===== src/rtl/lvf_pkg.sv =====
package lvf_pkg;

  // field widths
  localparam int FREQ_W  = 26;
  localparam int OHMS_W  = 13;
  localparam int WORD_W  = 10;
  localparam int BIN_W   = 14;
  localparam int BCD_W   = 16;
  localparam int CNT_W   = $clog2(BIN_W);

  // word codes and limits
  localparam logic [OHMS_W-1:0] OHMS_MAX   = 13'd5000;
  localparam logic [WORD_W-1:0] LINE1_ADDR = 10'h080;
  localparam logic [WORD_W-1:0] LINE2_ADDR = 10'h0C0;
  localparam logic [WORD_W-1:0] DATA_BIT   = 10'h200;
  localparam logic [WORD_W-1:0] ASCII_ZERO = 10'h030;
  localparam logic [WORD_W-1:0] CLEAR_WORD = 10'h001;
  localparam logic [4:0]        REDRAW_END = 5'd16;

  // request to the shared binary to bcd unit
  typedef struct packed {
    logic             start;
    logic [BIN_W-1:0] value;
  } bcd_req_t;

  // response of the shared binary to bcd unit
  typedef struct packed {
    logic             done;
    logic [BCD_W-1:0] digits;
  } bcd_rsp_t;

  // one instruction word from the sequencer
  typedef struct packed {
    logic              valid;
    logic [WORD_W-1:0] word;
    logic              last;
  } emit_t;

  // fixed label sequence, each character after its address word
  function automatic logic [WORD_W-1:0] label_word(input logic [3:0] idx);
    logic [WORD_W-1:0] w;
    case (idx)
      4'd0:    w = 10'h080;
      4'd1:    w = 10'h246;
      4'd2:    w = 10'h081;
      4'd3:    w = 10'h23A;
      4'd4:    w = 10'h086;
      4'd5:    w = 10'h248;
      4'd6:    w = 10'h087;
      4'd7:    w = 10'h27A;
      4'd8:    w = 10'h0C0;
      4'd9:    w = 10'h252;
      4'd10:   w = 10'h0C1;
      4'd11:   w = 10'h23A;
      4'd12:   w = 10'h0C6;
      4'd13:   w = 10'h24F;
      4'd14:   w = 10'h0C7;
      default: w = 10'h268;
    endcase
    return w;
  endfunction

  // clear word first, then the label sequence
  function automatic logic [WORD_W-1:0] redraw_word(input logic [4:0] idx);
    logic [WORD_W-1:0] w;
    logic [3:0]        li;
    li = 4'(idx - 5'd1);
    if (idx == 5'd0) begin
      w = CLEAR_WORD;
    end else begin
      w = label_word(li);
    end
    return w;
  endfunction

  // number of significant digits in a four digit bcd word
  function automatic logic [2:0] digit_count(input logic [BCD_W-1:0] d);
    logic [2:0] c;
    if (d[15:12] != 4'd0) begin
      c = 3'd4;
    end else if (d[11:8] != 4'd0) begin
      c = 3'd3;
    end else if (d[7:4] != 4'd0) begin
      c = 3'd2;
    end else begin
      c = 3'd1;
    end
    return c;
  endfunction

  // index of the last word of a digit field
  function automatic logic [2:0] digit_end(input logic [2:0] nd);
    return 3'((4'(nd) << 1) - 4'd1);
  endfunction

  // address or character word of a right-aligned digit field
  function automatic logic [WORD_W-1:0] digit_word(input logic [WORD_W-1:0] line,
                                                   input logic [2:0]        nd,
                                                   input logic [BCD_W-1:0]  d,
                                                   input logic [2:0]        idx);
    logic [1:0]        k;
    logic [1:0]        sel;
    logic [2:0]        col;
    logic [3:0]        nib;
    logic [WORD_W-1:0] w;
    k   = idx[2:1];
    sel = 2'(nd - 3'd1 - {1'b0, k});
    col = 3'(3'd6 - nd + {1'b0, k});
    case (sel)
      2'd0:    nib = d[3:0];
      2'd1:    nib = d[7:4];
      2'd2:    nib = d[11:8];
      default: nib = d[15:12];
    endcase
    if (!idx[0]) begin
      w = line + {7'd0, col};
    end else begin
      w = DATA_BIT | ASCII_ZERO | {6'd0, nib};
    end
    return w;
  endfunction

endpackage


===== src/rtl/lvf_bcd.sv =====
module lvf_bcd import lvf_pkg::*; (
  input  logic     clk,
  input  logic     rst_n,
  input  bcd_req_t req,
  output bcd_rsp_t rsp
);

  logic [BIN_W-1:0] bin_r, bin_nxt;
  logic [BCD_W-1:0] bcd_r, bcd_nxt;
  logic [CNT_W-1:0] cnt_r, cnt_nxt;
  logic             busy_r, busy_nxt;
  logic             done_r, done_nxt;
  logic [BCD_W-1:0] adj;

  // add three to every nibble of five or more
  always_comb begin
    for (int i = 0; i < BCD_W / 4; i++) begin
      if (bcd_r[i*4 +: 4] >= 4'd5) begin
        adj[i*4 +: 4] = bcd_r[i*4 +: 4] + 4'd3;
      end else begin
        adj[i*4 +: 4] = bcd_r[i*4 +: 4];
      end
    end
  end

  // one shift-and-adjust step per cycle
  always_comb begin
    bin_nxt  = bin_r;
    bcd_nxt  = bcd_r;
    cnt_nxt  = cnt_r;
    busy_nxt = busy_r;
    done_nxt = 1'b0;
    if (busy_r) begin
      bcd_nxt = {adj[BCD_W-2:0], bin_r[BIN_W-1]};
      bin_nxt = {bin_r[BIN_W-2:0], 1'b0};
      cnt_nxt = cnt_r + 1'b1;
      if (cnt_r == CNT_W'(BIN_W - 1)) begin
        busy_nxt = 1'b0;
        done_nxt = 1'b1;
      end
    end else if (req.start) begin
      bin_nxt  = req.value;
      bcd_nxt  = '0;
      cnt_nxt  = '0;
      busy_nxt = 1'b1;
    end
  end

  always_ff @(posedge clk) begin
    if (!rst_n) begin
      busy_r <= 1'b0;
      done_r <= 1'b0;
      cnt_r  <= '0;
    end else begin
      busy_r <= busy_nxt;
      done_r <= done_nxt;
      cnt_r  <= cnt_nxt;
    end
  end

  always_ff @(posedge clk) begin
    bin_r <= bin_nxt;
    bcd_r <= bcd_nxt;
  end

  assign rsp.done   = done_r;
  assign rsp.digits = bcd_r;

endmodule


===== src/rtl/lvf_ctrl.sv =====
module lvf_ctrl import lvf_pkg::*; (
  input  logic              clk,
  input  logic              rst_n,
  input  logic              in_valid,
  output logic              in_ready,
  input  logic [FREQ_W-1:0] freq_value,
  input  logic [OHMS_W-1:0] ohms_value,
  output bcd_req_t          req,
  input  bcd_rsp_t          rsp,
  output emit_t             emit,
  input  logic              emit_ready
);

  typedef enum logic [6:0] {
    ST_IDLE  = 7'b0000001,
    ST_FCONV = 7'b0000010,
    ST_OCONV = 7'b0000100,
    ST_FRED  = 7'b0001000,
    ST_FDIG  = 7'b0010000,
    ST_RRED  = 7'b0100000,
    ST_RDIG  = 7'b1000000
  } state_t;

  state_t            state_r, state_nxt;
  logic [2:0]        fprev_r, fprev_nxt;
  logic [2:0]        rprev_r, rprev_nxt;
  logic [2:0]        fnd_r, fnd_nxt;
  logic [2:0]        rnd_r, rnd_nxt;
  logic              fshow_r, fshow_nxt;
  logic              fred_r, fred_nxt;
  logic              rred_r, rred_nxt;
  logic [4:0]        cnt_r, cnt_nxt;
  logic [OHMS_W-1:0] ohms_r, ohms_nxt;
  logic [BCD_W-1:0]  fdig_r, fdig_nxt;
  logic [BCD_W-1:0]  odig_r, odig_nxt;

  logic              freq_ok;
  logic              freq_four;
  logic [OHMS_W-1:0] ohms_sat;
  logic [2:0]        rsp_count;

  assign freq_ok   = (freq_value >= 26'd100) && (freq_value < 26'd10000);
  assign freq_four = freq_value >= 26'd1000;
  assign ohms_sat  = (ohms_value > OHMS_MAX) ? OHMS_MAX : ohms_value;
  assign rsp_count = digit_count(rsp.digits);
  assign in_ready  = (state_r == ST_IDLE);

  // sequencer: a frequency conversion when it is in range, a resistance conversion, then the word phases
  always_comb begin
    state_nxt  = state_r;
    fprev_nxt  = fprev_r;
    rprev_nxt  = rprev_r;
    fnd_nxt    = fnd_r;
    rnd_nxt    = rnd_r;
    fshow_nxt  = fshow_r;
    fred_nxt   = fred_r;
    rred_nxt   = rred_r;
    cnt_nxt    = cnt_r;
    ohms_nxt   = ohms_r;
    fdig_nxt   = fdig_r;
    odig_nxt   = odig_r;
    req.start  = 1'b0;
    req.value  = {1'b0, ohms_r};
    emit.valid = 1'b0;
    emit.word  = redraw_word(cnt_r);
    emit.last  = 1'b0;
    unique case (state_r)
      ST_IDLE: begin
        if (in_valid) begin
          ohms_nxt = ohms_sat;
          req.start = 1'b1;
          if (freq_ok) begin
            req.value = freq_value[BIN_W-1:0];
            fnd_nxt   = freq_four ? 3'd4 : 3'd3;
            fred_nxt  = !freq_four && (fprev_r != 3'd3);
            fprev_nxt = freq_four ? 3'd4 : 3'd3;
            fshow_nxt = 1'b1;
            state_nxt = ST_FCONV;
          end else begin
            req.value = {1'b0, ohms_sat};
            fred_nxt  = 1'b0;
            fshow_nxt = 1'b0;
            state_nxt = ST_OCONV;
          end
        end
      end
      ST_FCONV: begin
        if (rsp.done) begin
          fdig_nxt  = rsp.digits;
          req.start = 1'b1;
          state_nxt = ST_OCONV;
        end
      end
      ST_OCONV: begin
        if (rsp.done) begin
          odig_nxt  = rsp.digits;
          rnd_nxt   = rsp_count;
          rred_nxt  = rsp_count < rprev_r;
          rprev_nxt = rsp_count;
          cnt_nxt   = '0;
          if (fred_r) begin
            state_nxt = ST_FRED;
          end else if (fshow_r) begin
            state_nxt = ST_FDIG;
          end else if (rsp_count < rprev_r) begin
            state_nxt = ST_RRED;
          end else begin
            state_nxt = ST_RDIG;
          end
        end
      end
      ST_FRED: begin
        emit.valid = 1'b1;
        if (emit_ready) begin
          if (cnt_r == REDRAW_END) begin
            cnt_nxt   = '0;
            state_nxt = ST_FDIG;
          end else begin
            cnt_nxt = cnt_r + 1'b1;
          end
        end
      end
      ST_FDIG: begin
        emit.valid = 1'b1;
        emit.word  = digit_word(LINE1_ADDR, fnd_r, fdig_r, cnt_r[2:0]);
        if (emit_ready) begin
          if (cnt_r[2:0] == digit_end(fnd_r)) begin
            cnt_nxt   = '0;
            state_nxt = rred_r ? ST_RRED : ST_RDIG;
          end else begin
            cnt_nxt = cnt_r + 1'b1;
          end
        end
      end
      ST_RRED: begin
        emit.valid = 1'b1;
        if (emit_ready) begin
          if (cnt_r == REDRAW_END) begin
            cnt_nxt   = '0;
            state_nxt = ST_RDIG;
          end else begin
            cnt_nxt = cnt_r + 1'b1;
          end
        end
      end
      ST_RDIG: begin
        emit.valid = 1'b1;
        emit.word  = digit_word(LINE2_ADDR, rnd_r, odig_r, cnt_r[2:0]);
        emit.last  = (cnt_r[2:0] == digit_end(rnd_r));
        if (emit_ready) begin
          if (cnt_r[2:0] == digit_end(rnd_r)) begin
            cnt_nxt   = '0;
            state_nxt = ST_IDLE;
          end else begin
            cnt_nxt = cnt_r + 1'b1;
          end
        end
      end
      default: begin
        state_nxt = ST_IDLE;
      end
    endcase
  end

  always_ff @(posedge clk) begin
    if (!rst_n) begin
      state_r <= ST_IDLE;
      fprev_r <= 3'd3;
      rprev_r <= 3'd1;
      fshow_r <= 1'b0;
      fred_r  <= 1'b0;
      rred_r  <= 1'b0;
      cnt_r   <= '0;
    end else begin
      state_r <= state_nxt;
      fprev_r <= fprev_nxt;
      rprev_r <= rprev_nxt;
      fshow_r <= fshow_nxt;
      fred_r  <= fred_nxt;
      rred_r  <= rred_nxt;
      cnt_r   <= cnt_nxt;
    end
  end

  // payload of the item in work
  always_ff @(posedge clk) begin
    fnd_r  <= fnd_nxt;
    rnd_r  <= rnd_nxt;
    ohms_r <= ohms_nxt;
    fdig_r <= fdig_nxt;
    odig_r <= odig_nxt;
  end

endmodule


===== src/rtl/lcd_value_field_updater.sv =====
// flow: an input beat starts a binary to bcd conversion of the resistance, preceded by one of
// the frequency when it is shown (one 14-step conversion per value on a shared unit); then
// one output beat per cycle while out_tready allows, for the 2 to 46 instruction words of the
// run; the next input beat is taken only once the last word is in the output register
// reset: synchronous active low; digit counts return to 3 and 1, output register empties
module lcd_value_field_updater import lvf_pkg::*; (
  input  logic        clk,
  input  logic        rst_n,
  input  logic        in_tvalid,
  output logic        in_tready,
  input  logic [39:0] in_tdata,   // freq_value[25:0], ohms_value[38:26], zero pad
  output logic        out_tvalid,
  input  logic        out_tready,
  output logic [15:0] out_tdata,  // lcd_word[9:0], zero pad
  output logic        out_tlast
);

  bcd_req_t          req;
  bcd_rsp_t          rsp;
  emit_t             emit;
  logic              emit_ready;
  logic              out_valid_r, out_valid_nxt;
  logic [WORD_W-1:0] out_word_r;
  logic              out_last_r;

  lvf_bcd u_bcd (
    .clk   (clk),
    .rst_n (rst_n),
    .req   (req),
    .rsp   (rsp)
  );

  lvf_ctrl u_ctrl (
    .clk        (clk),
    .rst_n      (rst_n),
    .in_valid   (in_tvalid),
    .in_ready   (in_tready),
    .freq_value (in_tdata[FREQ_W-1:0]),
    .ohms_value (in_tdata[FREQ_W+OHMS_W-1:FREQ_W]),
    .req        (req),
    .rsp        (rsp),
    .emit       (emit),
    .emit_ready (emit_ready)
  );

  // output register, refilled in the cycle its beat is taken
  assign emit_ready = !out_valid_r || out_tready;

  always_comb begin
    out_valid_nxt = out_valid_r;
    if (emit_ready) begin
      out_valid_nxt = emit.valid;
    end
  end

  always_ff @(posedge clk) begin
    if (!rst_n) begin
      out_valid_r <= 1'b0;
    end else begin
      out_valid_r <= out_valid_nxt;
    end
  end

  always_ff @(posedge clk) begin
    if (emit_ready && emit.valid) begin
      out_word_r <= emit.word;
      out_last_r <= emit.last;
    end
  end

  assign out_tvalid = out_valid_r;
  assign out_tdata  = {6'd0, out_word_r};
  assign out_tlast  = out_last_r;

endmodule

===== config.mk =====
export PLATFORM = sky130hd
export DESIGN_NAME = lcd_value_field_updater
export DESIGN_NICKNAME = d
export VERILOG_FILES = /design/src/rtl/lvf_pkg.sv /design/src/rtl/lvf_bcd.sv /design/src/rtl/lvf_ctrl.sv /design/src/rtl/lcd_value_field_updater.sv
export SDC_FILE = /design/constraint.sdc
export NUM_CORES = 1
export LEC_CHECK = 0
export BUFFER_PORTS_ARGS = -buffer_cell sky130_fd_sc_hd__buf_2
export CORE_UTILIZATION = 45
export CTS_BUF_LIST = sky130_fd_sc_hd__clkbuf_4
export DETAILED_ROUTE_END_ITERATION = 6
export GPL_TIMING_DRIVEN = 0
export PLACE_DENSITY = 0.76
export SYNTH_ARGS = -nofsm -noshare
export SYNTH_HDL_FRONTEND = slang
export SYNTH_HIERARCHICAL = 1
export SYNTH_SLANG_ARGS = --single-unit

===== constraint.sdc =====
create_clock -name clk -period 3.7 [get_ports clk]
set_input_delay 0.555 -clock clk [delete_from_list [all_inputs] [get_ports clk]]
set_output_delay 0.555 -clock clk [all_outputs]
set_load 0.02 [all_outputs]

==> run summary <==
============================================================================
Slowest cell on the critical path                                   nor4bb_1
Final estimated routing congestion in global placement                 0.865
RSZ-0062 raised after global routing                                   false
Worst Setup Start Kind                                              register
Root buffer selected by CTS                                         clkbuf_4
Fraction of the mapped netlist area in compound gates                  14.1%
Synth async-reset ratio                                                   0%
Via count                                                              4,945
Number of max-slew violations in the final report                          0
Setup slack after placement                                        -0.317 ns
Count of cell types in the netlist                                        72
Met3 track demand over resource in global routing                      4.92%
Area contributors post-synth                                    edfxtp_1 42%, dfxtp_1 8.7%, ha_1 4.9%
Buffers from clock root to sink, at most                                   2
Number of nets in the layout                                             753
Synthesized area per cell                                           10.6 um2
Maximum Capacitance Violations                                             0
Routed vias/inst                                                        5.64
Switching share of power                                               36.2%
Synth Area in Adders                                                   4.86%
Number of register bits inferred by synthesis                            118
Count of final hold-check violations                                       0
Number of warnings issued by yosys                                         6
Top cell type by total area after synthesis                         edfxtp_1
Wire length of the first global-routing pass                         23.3 mm
Initial core utilization                                               46.2%
Synthesized-area fraction occupied by and/or/nand/nor cells            16.5%
Internal Pwr Total                                                 0.00281 W
Ordered cell list for the critical path                         clkbuf_1, clkinv_1, clkbuf_1, ha_1, nor4bb_1, nor4_4, a221o_1, buf_4, nor3_2, a41oi_1
Smallest setup slack after layout                                   0.365 ns
Sequential cell area                                                3260 um2
Leak                                                                 2.80 nW
Total number of placement rows                                            43
Drc violations                                                             0
Result of the run                                               finished, final reports clean
Most frequent cell on the critical path                             clkbuf_1
Number of instances in the placed design                                 845
Start-to-end type of the worst setup path                       register to register
Final non-filler cell area                                          7280 um2
Endpoint type of the worst setup path                               register
Portion of netlist area occupied by mux cells                          6.24%
Number of synthesized flops with an enable pin                            90
Antenna violation net count after detailed routing                         0
Main synth FF type                                                  edfxtp_1
Detailed Route WL                                                    14.1 mm
Power density over cell area                                      606 nW/um2
Critical path buffer and inverter count                                    4
Relative max-transition margin                                         40.0%
Total global routing overflow                                              0
Die Ht                                                                122 um
Width of the die                                                      122 um
Xor-xnor portion of the synthesized cell area                          2.00%
Seq pwr share                                                          46.6%
Proportion of power drawn by combinational gates                       31.0%
Transition time at the pin with the least slew margin               0.897 ns
Clock tree from TritonCTS                                               done
Met1 global-route usage                                                25.0%
TritonCTS sink count                                                     118
Area taken by multi-input logic gates                               2860 um2
Cell Count, Final, Fillers Out                                           877
Wire length per cell after detailed routing                          16.1 um
Clock network fraction of total power                                  22.4%
Total of hold buffers inserted after clock tree synthesis                  0
Class of the most critical hold timing path                     primary input to register
Finish-stage setup viols                                                   0
Total track usage                                                      20.2%
Post-DP Area                                                        6960 um2
Largest stage delay on the critical path                             0.58 ns
Area share of the largest cell type after synthesis                    42.0%
Violation count after the first detailed-route iteration                 456
Via count of the first global-routing pass                             4,918
CP Data Arrival Time                                                 3.73 ns
Crit share post-route                                                  90.1%
Global routing's busiest layer                                          met2
Total Die Area                                                    14,800 um2
Total CTS buffers                                                         17
Total setup buffers inserted after CTS                                     0
Final critical path time including I/O delays and setup              3.34 ns
Critical path fanouts, max                                                13
Fillcell total                                                         1,208
Global Route met2 Usage                                                34.3%
Count of inserted antenna diode cells                                      0
Achievable Freq                                                    0.300 GHz
Maximum number of pins on one net before global-route repair              31
First-pass iteration count of the detailed router                          5
Most common library cell in the layout ignoring fill and taps       edfxtp_1
Area of the core                                                  13,900 um2
I/O pin count                                                             63
Required @ worst endpoint                                            4.10 ns
Skew final                                                         0.0187 ns
Accumulated negative setup slack                                        0 ns
Number of port buffers                                                    55
Leading cell types in the layout, fill and taps excluded        90 x edfxtp_1, 66 x buf_2, 60 x nand2_1
CTS clock-pin slew for the worst setup and hold paths                0.12 ns
Switching pwr                                                      0.00160 W
Gate count after technology mapping                                      605
Share of the yosys chip area belonging to registers                    50.7%
Cell family contributing the most delay on the critical path    buffers and inverters
Number of H-tree branching levels                                          4
Cell area after technology mapping                                  6440 um2
Clock Latency Late Sink                                              0.53 ns
Main combinational cell family by area after synthesis          simple AND/OR/NAND/NOR gates
Initial antenna violation count                                            0
Ratio of cells with drive above 1 in the final layout                  18.8%
Final HPWL DP                                                        10.2 mm
Synthesis-to-layout area growth                                        13.1%
Peak ir drop on the vdd network                                   0.000227 V
============================================================================
==> cell families (layout without fill, tap and decap cells) <==
group | count (synthesis) | in the layout
flip-flops | 118 | 118
AND/OR/NAND/NOR | 202 | 202
multiplexers | 35 | 35
other | 2 | 7
buffers and inverters | 77 | 164
XOR/XNOR | 13 | 13
adder cells (fa/ha/maj) | 25 | 25
AO/OA/AOI/OAI | 133 | 133
==> Yosys cell counts (all sizes together), types with 3 or more instances <==
cell and n:
inv 34, nor3 11, nand3 15, or4 3
o21ai 33, edfxtp 90, clkbuf 16, a22o 11
ha 25, o22ai 3, o31ai 3, o211ai 12
xnor2 7, nor4 10, a21boi 6, mux2i 30
clkinv 3, and3 6, a211oi 3, nor2b 9
a31oi 6, or3 6, xor2 5, mux4 4
buf 24, nor3b 9, a21oi 29, dfxtp 28
nor2 36, nand4 8, nand2 61, o221ai 3
nand2b 17
==> final timing paths <==
path,cells after the start,slack [ns],end,from
hold / removal,3,0.33,out_tvalid$_SDFFE_PN0P_,out_tready
setup / recovery,10,0.36,u_ctrl/state_r[0]$_SDFFE_PN1P_,u_ctrl/cnt_r[0]$_SDFFE_PN0P_
hold reg to reg,2,0.47,u_ctrl/fprev_r[2]$_SDFFE_PN0P_,u_ctrl/fprev_r[2]$_SDFFE_PN0P_
setup reg to reg,10,0.36,u_ctrl/state_r[0]$_SDFFE_PN1P_,u_ctrl/cnt_r[0]$_SDFFE_PN0P_
==> power groups by stage <==
stage	Clock, W	Sequential, W	Combinational (W)
finish	0.000988	0.00205	0.00137
global route	0.00107	0.00209	0.00152
CTS	0.00100	0.00205	0.00135
detailed placement	0	0.00208	0.00134
global placement	0	0.00206	0.00129
floorplan	0	0.00201	0.00100
==> state kept, by name, indices dropped and copies added (netlist names), 2 cells and up <==
name / count
u_ctrl/rnd_r: 3
u_ctrl/fdig_r: 16
u_bcd/bin_r: 14
u_ctrl/state_r: 7
u_ctrl/fnd_r: 2
u_ctrl/ohms_r: 13
out_word_r: 10
u_ctrl/fprev_r: 2
u_ctrl/rprev_r: 3
u_ctrl/cnt_r: 5
u_bcd/cnt_r: 4
u_ctrl/odig_r: 16
u_bcd/bcd_r: 16
==> worst register-to-register path: cells and delay by family (launching register included) <==
family | cells | cell delay, ns
AOI/OAI and AO/OA | 2 | 0.45
DFF | 1 | 0.36
adders and majority gates | 1 | 0.27
and+or+nand+nor | 3 | 1.00
buffers and inverters | 4 | 1.11
==> area by class of cell <==
class / instances / share of cell area [%]
sequential: 118 / 44.8
clock inverter: 15 / 2.46
tap: 180 / 3.09
inverter: 37 / 1.98
multi-input combinational: 415 / 39.2
buffer: 40 / 2.87
timing repair buffer: 55 / 3.78
clock buffer: 17 / 1.75
==> per-layer routing <==
layer | share of wire, % | vias up
met5 | 0 | -
met4 | 1.4 | 0
met3 | 4.5 | 22
met2 | 51 | 125
met1 | 44 | 2410
li1 | - | 2388
==> timing repair <==
item	in CTS	in global routing
pin swaps	0	0
setup endpoints to repair	30	30
resized for setup	1	1
==> metrics by stage <==
step	hold slack (ns)	total power (W)	utilization, %
final	0.326	0.00441	52.2
after global placement	0.434	0.00335	50.0
after floorplan	0.426	0.00301	-
after detailed placement	0.448	0.00342	50.0
after global routing	0.285	0.00468	52.2
after CTS	0.304	0.00441	52.2
Power figures use the tool's default switching activity.
